===== src/sv/pid_pkg.sv =====
// Shared types, constants and saturation helpers for the PID controller.
// Used by pid_div, pid_dp, pid_ctrl and pid_controller_antiwindup. No dependencies.
package pid_pkg;

	localparam int DATA_WIDTH_DEF = 32;
	localparam int FRAC_BITS_DEF  = 16;

	localparam int W         = 32;  // field width
	localparam int ACC_W     = 72;  // exact sums of shifted products
	localparam int MUL_W     = 34;  // shared multiplier operand width
	localparam int DIV_NUM_W = 64;  // dividend / quotient width
	localparam int DIV_DEN_W = 33;  // divisor width

	localparam logic [2:0] MODE_FULL    = 3'd0;
	localparam logic [2:0] MODE_DGIVEN  = 3'd1;
	localparam logic [2:0] MODE_IGIVEN  = 3'd2;
	localparam logic [2:0] MODE_BOTH    = 3'd3;
	localparam logic [2:0] MODE_PRELOAD = 3'd4;

	localparam logic [2:0] REG_KP   = 3'd0;
	localparam logic [2:0] REG_KI   = 3'd1;
	localparam logic [2:0] REG_KD   = 3'd2;
	localparam logic [2:0] REG_TAU  = 3'd3;
	localparam logic [2:0] REG_IMIN = 3'd4;
	localparam logic [2:0] REG_IMAX = 3'd5;
	localparam logic [2:0] REG_OMIN = 3'd6;
	localparam logic [2:0] REG_OMAX = 3'd7;

	typedef enum logic [3:0] {
		OP_NONE,
		OP_INT_MUL,
		OP_INT_ADD,
		OP_DZERO,
		OP_DIV_RAW,
		OP_WAIT_RAW,
		OP_DIV_ALPHA,
		OP_WAIT_ALPHA,
		OP_FMUL,
		OP_FADD,
		OP_G_KP,
		OP_G_KI,
		OP_G_KD,
		OP_G_ACC,
		OP_FINISH
	} op_t;

	typedef struct packed {
		logic load;
		op_t  op;
	} cmd_t;

	typedef struct packed {
		logic [2:0] mode;
		logic       dt_zero;
		logic       tau_zero;
		logic       div_done;
		logic       out_free;
	} status_t;

	// saturate to a signed range of eff bits
	function automatic logic signed [W-1:0] sat_eff(input logic signed [ACC_W-1:0] x,
		input int eff);
		logic signed [ACC_W-1:0] hi;
		logic signed [ACC_W-1:0] lo;
		logic signed [ACC_W-1:0] r;
		hi = $signed({{(ACC_W-1){1'b0}}, 1'b1}) <<< (eff - 1);
		hi = hi - $signed({{(ACC_W-1){1'b0}}, 1'b1});
		lo = -hi - $signed({{(ACC_W-1){1'b0}}, 1'b1});
		if (x < lo)
			r = lo;
		else if (x > hi)
			r = hi;
		else
			r = x;
		return r[W-1:0];
	endfunction

	// raise to lo, then lower to hi (hi wins when crossed), then saturate
	function automatic logic signed [W-1:0] clamp_eff(input logic signed [ACC_W-1:0] x,
		input logic signed [W-1:0] lo, input logic signed [W-1:0] hi, input int eff);
		logic signed [ACC_W-1:0] r;
		r = x;
		if (r < ACC_W'(lo))
			r = ACC_W'(lo);
		if (r > ACC_W'(hi))
			r = ACC_W'(hi);
		return sat_eff(r, eff);
	endfunction

endpackage


===== src/sv/pid_ctrl.sv =====
// Sequencer for one controller step: issues datapath commands, branches on status.
// Depends on pid_pkg.
module pid_ctrl (
	input  logic               clk,
	input  logic               arst_n,
	input  logic               in_valid,
	output logic               in_ready,
	input  pid_pkg::status_t   status,
	output pid_pkg::cmd_t      cmd
);
	typedef enum logic [3:0] {
		ST_IDLE, ST_DISPATCH, ST_INT_MUL, ST_INT_ADD, ST_DZERO, ST_DIV_RAW, ST_WAIT_RAW,
		ST_DIV_ALPHA, ST_WAIT_ALPHA, ST_FMUL, ST_FADD, ST_G_KP, ST_G_KI, ST_G_KD,
		ST_G_ACC, ST_FIN
	} state_t;

	state_t state_q;

	assign in_ready = (state_q == ST_IDLE);

	always_comb begin
		cmd.load = (state_q == ST_IDLE) && in_valid;
		unique case (state_q)
			ST_INT_MUL:    cmd.op = pid_pkg::OP_INT_MUL;
			ST_INT_ADD:    cmd.op = pid_pkg::OP_INT_ADD;
			ST_DZERO:      cmd.op = pid_pkg::OP_DZERO;
			ST_DIV_RAW:    cmd.op = pid_pkg::OP_DIV_RAW;
			ST_WAIT_RAW:   cmd.op = pid_pkg::OP_WAIT_RAW;
			ST_DIV_ALPHA:  cmd.op = pid_pkg::OP_DIV_ALPHA;
			ST_WAIT_ALPHA: cmd.op = pid_pkg::OP_WAIT_ALPHA;
			ST_FMUL:       cmd.op = pid_pkg::OP_FMUL;
			ST_FADD:       cmd.op = pid_pkg::OP_FADD;
			ST_G_KP:       cmd.op = pid_pkg::OP_G_KP;
			ST_G_KI:       cmd.op = pid_pkg::OP_G_KI;
			ST_G_KD:       cmd.op = pid_pkg::OP_G_KD;
			ST_G_ACC:      cmd.op = pid_pkg::OP_G_ACC;
			ST_FIN:        cmd.op = pid_pkg::OP_FINISH;
			default:       cmd.op = pid_pkg::OP_NONE;
		endcase
	end

	always_ff @(posedge clk or negedge arst_n) begin
		if (!arst_n) begin
			state_q <= ST_IDLE;
		end else begin
			unique case (state_q)
				ST_IDLE:
					if (in_valid)
						state_q <= ST_DISPATCH;
				ST_DISPATCH: begin
					priority if (status.mode == pid_pkg::MODE_FULL ||
						status.mode == pid_pkg::MODE_DGIVEN)
						state_q <= ST_INT_MUL;
					else if (status.mode == pid_pkg::MODE_IGIVEN)
						state_q <= status.dt_zero ? ST_DZERO : ST_DIV_RAW;
					else if (status.mode == pid_pkg::MODE_BOTH)
						state_q <= ST_G_KP;
					else
						state_q <= ST_FIN;
				end
				ST_INT_MUL:
					state_q <= ST_INT_ADD;
				ST_INT_ADD: begin
					if (status.mode == pid_pkg::MODE_FULL)
						state_q <= status.dt_zero ? ST_DZERO : ST_DIV_RAW;
					else
						state_q <= ST_G_KP;
				end
				ST_DZERO:
					state_q <= ST_G_KP;
				ST_DIV_RAW:
					state_q <= ST_WAIT_RAW;
				ST_WAIT_RAW:
					if (status.div_done)
						state_q <= status.tau_zero ? ST_G_KP : ST_DIV_ALPHA;
				ST_DIV_ALPHA:
					state_q <= ST_WAIT_ALPHA;
				ST_WAIT_ALPHA:
					if (status.div_done)
						state_q <= ST_FMUL;
				ST_FMUL:
					state_q <= ST_FADD;
				ST_FADD:
					state_q <= ST_G_KP;
				ST_G_KP:
					state_q <= ST_G_KI;
				ST_G_KI:
					state_q <= ST_G_KD;
				ST_G_KD:
					state_q <= ST_G_ACC;
				ST_G_ACC:
					state_q <= ST_FIN;
				ST_FIN:
					if (status.out_free)
						state_q <= ST_IDLE;
			endcase
		end
	end
endmodule


===== config.mk =====
export PLATFORM = sky130hd
export DESIGN_NAME = pid_ctrl
export DESIGN_NICKNAME = d
export VERILOG_FILES = /design/src/sv/pid_pkg.sv /design/src/sv/pid_ctrl.sv
export SDC_FILE = /design/constraint.sdc
export NUM_CORES = 1
export LEC_CHECK = 0
export BUFFER_PORTS_ARGS = -buffer_cell sky130_fd_sc_hd__buf_2
export CAP_MARGIN = 15
export CORE_MARGIN = 2
export CORE_UTILIZATION = 30
export CTS_CLUSTER_DIAMETER = 60
export CTS_CLUSTER_SIZE = 12
export DETAILED_ROUTE_END_ITERATION = 16
export SETUP_SLACK_MARGIN = 0.5
export SLEW_MARGIN = 20
export SYNTH_ARGS = -nofsm -noshare
export SYNTH_HDL_FRONTEND = slang
export SYNTH_SLANG_ARGS = --single-unit
export TNS_END_PERCENT = 5

===== constraint.sdc =====
create_clock -name clk -period 1.5 [get_ports clk]
set_input_delay 0.3 -clock clk [delete_from_list [all_inputs] [get_ports clk]]
set_output_delay 0.3 -clock clk [all_outputs]
set_load 0.01 [all_outputs]

==> summary.md <==
| Metric | Value |
|---|---|
| Outcome | complete, but fails checks |
| Failing checks | negative setup slack |
| Routed vias | 632 |
| Synth-to-Final Area Change | 55.5% |
| Critical Path AT | 1.76 ns |
| Deepest clock path buffer count | 2 |
| Core area | 1710 um2 |
| CP endpoint | state_q[3] |
| Post-synth top area cell | dfrtp_1 |
| Setup TNS | -1.11 ns |
| Hold Vio Cnt, Final | 0 |
| Mean number of vias per cell | 5.14 |
| Fin worst setup slack | -0.155 ns |
| Vias in the first global route | 528 |
| Worst path max stage delay | 0.38 ns |
| Final core utilization | 49.5% |
| Starting Density | 31.8% |
| Top cell type's share of synthesized area | 18.4% |
| Most flops, register | state_q |
| Setup-failing EPs final | 10 |
| Starting DRT DRC Count | 17 |
| DIE AREA | 2170 um2 |
| Clock-pin slew on the worst setup and hold paths | 0.04 ns |
| Top-count cell post-synth | nor2_1 |
| Max Fclk | 0.604 GHz |
| Die Wd | 46.5 um |
| Hold Path Class | in2async |
| Yosys warning count | 0 |
| DRC violations left | 0 |
| Worst setup SP type | flip-flop |
| CP Max Fanout | 7 |
| # rows | 15 |
| Largest cells by area after synthesis | dfrtp_1, ha_1, nor2_1, o211ai_1, a211oi_4 |
| Pre-CTS setup slack | -0.234 ns |
| Post-Syn Area | 543 um2 |
| Clock Latency Late Sink | 0.24 ns |
| Clock sinks | 4 |
| Crit path cell chain | buf_4, ha_2, buf_6, nor4bb_1, nor3_1, o2111ai_1, o211ai_1 |
| VDD IR max | 0.000682 V |
| Regs by FF count | state_q: 4 flops |
| Ant diodes | 0 |
| Layout cells sized above 1 | 53.1% |
| Root buffer cell | clkbuf_4 |
| Die height | 46.5 um |
| Setup skew after layout | 0.00358 ns |
| Global-route wire length before repair | 2.50 mm |
| Distinct cells, synth | 36 |
| Power per standard cell area | 2180 nW/um2 |
| Crit share post-route | 110% |
| Async SR Flop Fraction | 100% |
| Register area share after synthesis | 18.4% |
| Reg2Reg Capture Point | state_q[3] |
| CP Capture Type | flip-flop |
| Syn nets | 83 |
| Worst Tran Pin Value | 0.267 ns |
| Antenna violations before repair | 0 |
| Flops & latches, synth | 4 |
| CTS tree | yes |
| Ys flop type | dfrtp_1 |
| EDFF count, synth | 0 |
| Clock buffer count from CTS | 3 |
| Fin. max-slew vios | 0 |
| RSZ-0062 raised after global routing | true |
| Max cap viols | 0 |
| Overall routing resource usage | 16.4% |
| Cells after Synth | 69 |
| RR Startpoint | state_q[1] |
| Routability congestion estimate from global placement | 0.871 |
| Slew HR | 81.7% |
| WL/cell | 13.2 um |
| Final ANT Viol Nets | 0 |
| Max FFs per register | 4 |
| Drt pass-1 iters | 6 |
| Final min period | 1.65 ns |
| FF-to-FF path depth | 7 |
| Overall Power | 0.00184 W |
| Largest net degree at the start of global routing | 9 |
| Flop2flop setup slack | -0.15 ns |
| Overflow after GRT | 0 |
| Critical Path Start | state_q[1] |
| Worst path slowest cell | dfrtp_1 |
| I/O Buffers | 15 |
| H-tree depth | 1 |
| Layout Nets | 114 |
| Required time of the worst setup path | 1.61 ns |
| Filler cell count in the final layout | 172 |
| Static Leak | 0.378 nW |
| Final WL | 1.62 mm |
| Mapped Avg Cell Area | 7.87 um2 |
| DP HPWL | 1.22 mm |
| Io pins | 16 |
| CP Class | reg2reg |
layout by cell type (no fill, tap or decap), types with 2 or more instances in the layout:
cell	count
o211ai_1	3
buf_4	11
nor2_1	7
dfrtp_2	2
inv_2	2
and2_1	2
dfrtp_1	2
buf_2	15
o21ai_0	3
clkbuf_4	3
buf_6	4
ha_4	2
o21ai_1	2
inv_1	2
nor3_1	3
a21oi_1	3
nand2b_1	2
ha_2	2
critical path: cells and delay by family (launching register included):
| kind | cells | cell delay, ns |
|---|---|---|
| AOI/OAI and AO/OA | 2 | 0.33 |
| buffers and inverters | 2 | 0.29 |
| DFF | 1 | 0.38 |
| adders and majority gates | 1 | 0.18 |
| and+or+nand+nor | 2 | 0.34 |
stage by stage:
stage	cell area (um2)	hold WS, ns	instances
detailed placement	706	0.110	115
CTS	832	0.396	123
global placement	706	0.108	115
floorplan	552	0.00441	69
global route	845	0.403	123
finish	845	0.398	123
power by group:
part	switching [W]	internal [W]	total (W)
registers	0.0000694	0.000169	0.000238
logic	0.000724	0.000739	0.00146
clock network	0.0000518	0.0000900	0.000142
kinds of logic after synthesis:
family	share of synthesized area, %
multiplexers	1.84
adder cells (fa/ha/maj)	11.1
AND/OR/NAND/NOR	30.0
flip-flops	18.4
buffers and inverters	8.06
AO/OA/AOI/OAI	30.6
area by class of cell:
type                       instances  area (um2)  share of cell area [%]
clock buffer                       3        22.5                    2.67
timing repair buffer              31         213                    25.2
inverter                           4        15.0                    1.78
tap                               25        31.3                    3.70
sequential                         4         103                    12.1
multi-input combinational         56         460                    54.5
what timing repair did:
item                                    4_1_cts  5_1_grt
resized for setup                            20        3
endpoints found under the setup margin       10       10
gates cloned                                  0        0
buffers inserted                              4        0
pin swaps                                    11        1
endpoints found under the hold margin         4        0
hold buffers                                  1        0
worst min path at each step:
stage,start,endpoint,slack (ns),cells past startpoint
after detailed placement,arst_n,state_q[0],0.11,1
final,arst_n,state_q[2],0.40,2
after global routing,arst_n,state_q[2],0.40,2
after global placement,arst_n,state_q[2],0.11,1
after CTS,arst_n,state_q[3],0.40,2
after floorplan,arst_n,state_q[0],0.004,0
per-layer routing:
metal  GRT usage, %  up-vias  share of wire, %
li1               -      313                 -
met1           22.2      301                47
met2           26.7       18                50
met3           3.53        0               3.1
met4           3.43        0                 0
met5              0        -                 0
Note: power is estimated with default switching activity, not from simulation.
